<file path="config.mk">
export PLATFORM = sky130hd
export DESIGN_NAME = sat_ctrl
export DESIGN_NICKNAME = d
export VERILOG_FILES = /design/src/rtl/core/sat_pkg.sv /design/src/rtl/core/sat_ctrl.sv
export SDC_FILE = /design/constraint.sdc
export NUM_CORES = 1
export LEC_CHECK = 0
export CAP_MARGIN = 20
export CORE_AREA = 5 5 42 44
export CTS_BUF_LIST = sky130_fd_sc_hd__clkbuf_4
export DETAILED_ROUTE_END_ITERATION = 8
export DIE_AREA = 0 0 47 49
export DONT_BUFFER_PORTS = 1
export PLACE_DENSITY_LB_ADDON = 0.25
export SLEW_MARGIN = 20
export SYNTH_ARGS = -nofsm -noshare
export SYNTH_HDL_FRONTEND = slang
export SYNTH_SLANG_ARGS = --single-unit
</file>
<file path="constraint.sdc">
create_clock -name clk -period 3 [get_ports clk]
set_input_delay 0.15 -clock clk [delete_from_list [all_inputs] [get_ports clk]]
set_output_delay 0.15 -clock clk [all_outputs]
set_load 0.02 [all_outputs]
</file>
<file path="src/rtl/core/sat_pkg.sv">
// Shared constants, types and helpers for the sorted address table.
// No dependencies; sat_dp, sat_ctrl and sorted_address_table_unit refer to it by scoped name.
package sat_pkg;

  localparam int TABLE_DEPTH = 256;
  localparam int IDX_W       = (TABLE_DEPTH > 1) ? $clog2(TABLE_DEPTH) : 1;
  localparam int CNT_W       = $clog2(TABLE_DEPTH + 1);
  localparam int KEY_W       = 48;
  localparam int HANDLE_W    = 16;
  localparam int PRIO_W      = 8;
  localparam int SPAN_W      = 9;
  localparam int OUT_W       = 9;
  localparam int ENTRY_W     = KEY_W + HANDLE_W + PRIO_W;

  typedef enum logic [1:0] {
    ACT_SEARCH = 2'd0,
    ACT_ADD    = 2'd1,
    ACT_DELETE = 2'd2,
    ACT_COUNT  = 2'd3
  } action_t;

  // Commands from controller to datapath
  typedef struct packed {
    logic load;       // capture request, open the search range
    logic look;       // issue read at the midpoint
    logic cmp;        // narrow range or record the match
    logic miss;       // search closed without a match
    logic set_ok;
    logic mv_up;      // set up an upward shift from the insertion point
    logic mv_dn;      // set up a downward shift over the deleted entry
    logic scan_init;  // set up a priority scan over all entries
    logic mv_step;
    logic place;      // write the new entry and grow the table
    logic dec;        // shrink the table
  } cmd_t;

  // Status from datapath to controller
  typedef struct packed {
    action_t act;
    logic    open;       // search range not yet empty
    logic    eq;         // read key matches
    logic    hit;
    logic    full;
    logic    mv_active;  // reads left or a transfer in flight
  } status_t;

  // Fit a count-wide value into an output field, masking or zero-padding
  function automatic logic [OUT_W-1:0] to_out(input logic [CNT_W-1:0] v);
    logic [CNT_W+OUT_W-1:0] t;
    t = {{OUT_W{1'b0}}, v};
    return t[OUT_W-1:0];
  endfunction

endpackage

</file>
<file path="src/rtl/core/sat_ctrl.sv">
// Controller of the sorted address table: sequences search, shift, scan
// and result phases. Depends on sat_pkg.
module sat_ctrl (
  input  logic             clk,
  input  logic             rst,
  input  logic             start,
  output logic             busy,
  output logic             done,
  output sat_pkg::cmd_t    cmd,
  input  sat_pkg::status_t st
);

  typedef enum logic [7:0] {
    IDLE   = 8'b0000_0001,
    LOOK   = 8'b0000_0010,
    CMP    = 8'b0000_0100,
    DECIDE = 8'b0000_1000,
    MOVE   = 8'b0001_0000,
    PLACE  = 8'b0010_0000,
    SCAN   = 8'b0100_0000,
    FINISH = 8'b1000_0000
  } state_t;

  state_t state, state_next;

  always_ff @(posedge clk) begin
    if (rst) begin
      state <= IDLE;
    end else begin
      state <= state_next;
    end
  end

  always_comb begin
    state_next = state;
    cmd        = '0;
    case (state)
      IDLE: begin
        if (start) begin
          cmd.load   = 1'b1;
          state_next = LOOK;
        end
      end
      LOOK: begin
        if (st.act == sat_pkg::ACT_COUNT) begin
          cmd.scan_init = 1'b1;
          state_next    = SCAN;
        end else if (st.open) begin
          cmd.look   = 1'b1;
          state_next = CMP;
        end else begin
          cmd.miss   = 1'b1;
          state_next = DECIDE;
        end
      end
      CMP: begin
        cmd.cmp    = 1'b1;
        state_next = st.eq ? DECIDE : LOOK;
      end
      DECIDE: begin
        state_next = FINISH;
        case (st.act)
          sat_pkg::ACT_SEARCH: begin
            cmd.set_ok = st.hit;
          end
          sat_pkg::ACT_ADD: begin
            if (!st.hit && !st.full) begin
              cmd.mv_up  = 1'b1;
              state_next = MOVE;
            end
          end
          sat_pkg::ACT_DELETE: begin
            if (st.hit) begin
              cmd.mv_dn  = 1'b1;
              state_next = MOVE;
            end
          end
          default: begin
            state_next = FINISH;
          end
        endcase
      end
      MOVE: begin
        cmd.mv_step = 1'b1;
        if (!st.mv_active) begin
          if (st.act == sat_pkg::ACT_ADD) begin
            state_next = PLACE;
          end else begin
            cmd.dec    = 1'b1;
            cmd.set_ok = 1'b1;
            state_next = FINISH;
          end
        end
      end
      PLACE: begin
        cmd.place  = 1'b1;
        cmd.set_ok = 1'b1;
        state_next = FINISH;
      end
      SCAN: begin
        cmd.mv_step = 1'b1;
        if (!st.mv_active) begin
          cmd.set_ok = 1'b1;
          state_next = FINISH;
        end
      end
      FINISH: begin
        state_next = IDLE;
      end
      default: begin
        state_next = IDLE;
      end
    endcase
  end

  assign busy = (state != IDLE);
  assign done = (state == FINISH);

endmodule
</file>
# After elaboration in Yosys (flattened, before gate mapping)
# Cells that the tools add are included.
dict set report word_totals {
  inputBits 10
  elab_cells 57
  reg_bits 8
  output_inout_bits 13
}
dict set report classes {
  n_reduce_logical 6
  n_eq_ne 15
  mux 35
}
# operator count
set ops {}
lappend ops {{$mux 8} 7}
lappend ops {{$pmux 8 s7} 1}
lappend ops {{$mux 1} 22}
lappend ops {{$pmux 8 s2} 1}
lappend ops {{$eq 8x1->1 const B} 1}
lappend ops {{$eq 8x2->1 const B} 1}
lappend ops {{$eq 8x3->1 const B} 1}
lappend ops {{$eq 8x4->1 const B} 1}
lappend ops {{$eq 8x5->1 const B} 1}
lappend ops {{$eq 8x6->1 const B} 1}
lappend ops {{$eq 8x7->1 const B} 1}
lappend ops {{$eq 8x8->1 const B} 1}
lappend ops {{$mux 4} 2}
lappend ops {{$ne 8x1->1 const B} 1}
lappend ops {{$ne 2x2->1 const B} 3}
lappend ops {{$eq 2x2->1 const B} 2}
lappend ops {{$pmux 1 s4} 1}
lappend ops {{$reduce_and 3->1} 1}
lappend ops {{$eq 2x1->1 const B} 1}
lappend ops {{$logic_not 1->1} 2}
lappend ops {{$logic_not 2->1} 1}
lappend ops {{$mux 2} 1}
lappend ops {{$reduce_or 2->1} 1}
lappend ops {{$logic_and 1x1->1} 1}

# Longest topological paths before layout
dict set report depth {
  depth_word 5
  depth_mapped 6
  mapped_depth_nobuf 6
}

# Worst setup path before layout
# No wires, ideal clock.
dict set report synth_path {
  kind {flip-flop to output port}
  startpoint {register state[0]}
  endpoint {output port cmd[6] (netlist bit)}
  arrival_time_ns 2.159
  stages_incl_launch_ff 6
  required_ns 2.850
  n_path_buf 2
  setup_slack_ns 0.691
  cell_sequence {dfxtp_1 -> buf_6 -> or4_1 -> buf_2 -> nor4_1 -> a311o_1}
}
# element line
set synth_lines {}
lappend synth_lines {{start: declaration} sat_ctrl.sv:24} ;# state_t state, state_next;
lappend synth_lines {{start signal: assignment} sat_ctrl.sv:30} ;# state <= state_next;
lappend synth_lines {{end: declaration} sat_ctrl.sv:9} ;# output sat_pkg::cmd_t cmd,

==> metrics <==
Most flops, register=state; gpl congestion=0.869; Core Area=1400 µm²; Min-Delay Path Class=in -> reg; # IOs=23; Mapped Area=682 µm²; met1 Use GR=0.217; total power=391 µW; die area=2300 µm²; max FFs per register=8; Max-cap violations=0; total CTS buffers=3; drt via density=6.13; antenna viol nets, final=0; Non-Filler Instances=107; total wire length=1610 µm; static leakage=0.304 nW; share of post-route cells with drive strength above 1=0.0769; critical path fanouts, max=9; DP HPWL=1260 µm; post-route clock period utilization=0.750; largest net degree at the start of global routing=11; share of the synthesized area in the top cell type=0.235; required time of the worst setup path=2850 ps; M3 GR Usage=0.0369; Starting Density=0.487; Hold Vio Cnt, Final=0; outcome=complete, no violations; Worst setup SP type=register; arrival time at the worst endpoint=2100 ps; Synth Flop Type=dfxtp_1; Congestion Overflow GR=0; DRT Pass-1 Iters=4; area leader, netlist=dfxtp_1; root buffer cell=clkbuf_4; Crit Path Category=reg -> out; n_diodes=0; top cells by area, synth=dfxtp_1 (23%), ha_1 (7.3%), inv_1 (5.0%); RSZ-0062 raised after global routing=false; Area Growth Syn to Fin=6.42%; CTS tree=yes; CTS Buffer Depth=2; final setup fails=0; clock sink count=8; crit path capture type=primary output; antenna violations before repair=0; clk_skew=5.66 ps; DR vias=656; Setup TNS=0 ps; vias in the first global route=613; first-pass GRT wire length=2670 µm; CTS resizes=0; met2 Use GR=0.219; async set or reset register ratio after synthesis=0; Layout Nets=107; Post-synth EDFFs=0; Avg Inst Size Synth=7.58 µm²; part of the Yosys area used for sequential elements=0.235; DR WL/cell=15.0 µm; FMAX=0.445 GHz; height of the die=49 µm; Cell variety after synth=37; row cnt=14; Slew HR=0.606; GRT Total Usage=0.153; worst skew pair latency=250 ps; Hold WS=54.2 ps; IO Port Bufs=0; pwr dens=539 nW/µm²; H-tree levels=1; # DRC=0; Top Usage Layer GRT=met2; fin crit period=2250 ps; number of synthesized register bits=8; Synth Instances=90; clock slew at reported path FFs=50 ps; commonest non-fill, non-tap cells in the layout=inv_1 (9), nor2_1 (9), dfxtp_1 (8); placed cell count=103; biggest registers after layout=state (8); DR iter-0 viols=9; overall die width=47 µm; Slew Limit Fails=0; Filler Cells Inserted=142; worst vdd ir=0.267 mV; Worst Max-Slew Pin Slew=586 ps; syn_nets=104; YS warnings=0
-- power by group --
group	leakage (nW)	internal [mW]	switching [mW]	total, mW
Clock	0.0138	0.0456	0.0340	0.0796
Sequential	0.0649	0.120	0.0245	0.144
Combinational	0.225	0.0655	0.101	0.167
-- routing by layer --
layer / share of wire / wire, µm
met5: 0 / 0
met4: 0.014 / 23
met3: 0.081 / 131
met2: 0.45 / 731
met1: 0.45 / 724
-- path summary, 6_finish.rpt --
check / start / end / slack [ps] / cells after the start
worst max-delay path: state[0] / cmd[6] / 750 / 3
worst min-delay path: st[0] / state[6] / 50 / 2
worst max register to register: state[0] / state[0] / 950 / 4
worst min register to register: state[2] / state[3] / 630 / 2
-- repair_timing --
item	4_1_cts	5_1_grt
buffers inserted	0	0
endpoints found under the hold margin	5	0
hold buffers	1	0
-- cell type report --
class / count / area [µm²] / share of cell area
Multi-Input combinational cell: 67 / 457 / 0.629
Tap cell: 16 / 20.0 / 0.0276
Clock buffer: 3 / 22.5 / 0.0310
Timing Repair Buffer: 4 / 32.5 / 0.0448
Inverter: 9 / 33.8 / 0.0466
Sequential cell: 8 / 160 / 0.221
-- critical path, stage by stage, from the launching register on --
cell and delay, ps:
dfxtp_1 380, or4_1 650, nor3_1 440, a311o_1 380
-- kinds of logic after synthesis --
logic type | share of synthesized area
flops | 0.235
fa+ha+maj | 0.0734
simple gates | 0.367
buf+inv | 0.0954
compound gates | 0.160
mux | 0.0312
xor+xnor | 0.0385
-- through the flow --
stage,util,setup WS (ps),cell area (µm²)
after global routing,0.518,613,726
after global placement,0.495,985,693
after detailed placement,0.495,962,693
after CTS,0.518,768,726
final,0.518,751,726
after floorplan,-,691,682
-- cell usage after synthesis, drive strengths merged, types with 2 or more instances --
master / count
a21oi: 3
and3: 4
and4: 2
buf: 2
clkbuf: 4
dfxtp: 8
ha: 4
inv: 9
nand2: 2
nand2b: 3
nand3: 2
nor2: 9
nor3: 5
nor3b: 2
nor4: 4
o21ai: 2
or3: 3
or4: 3
xnor2: 2
(Power assumes the default switching activity.)
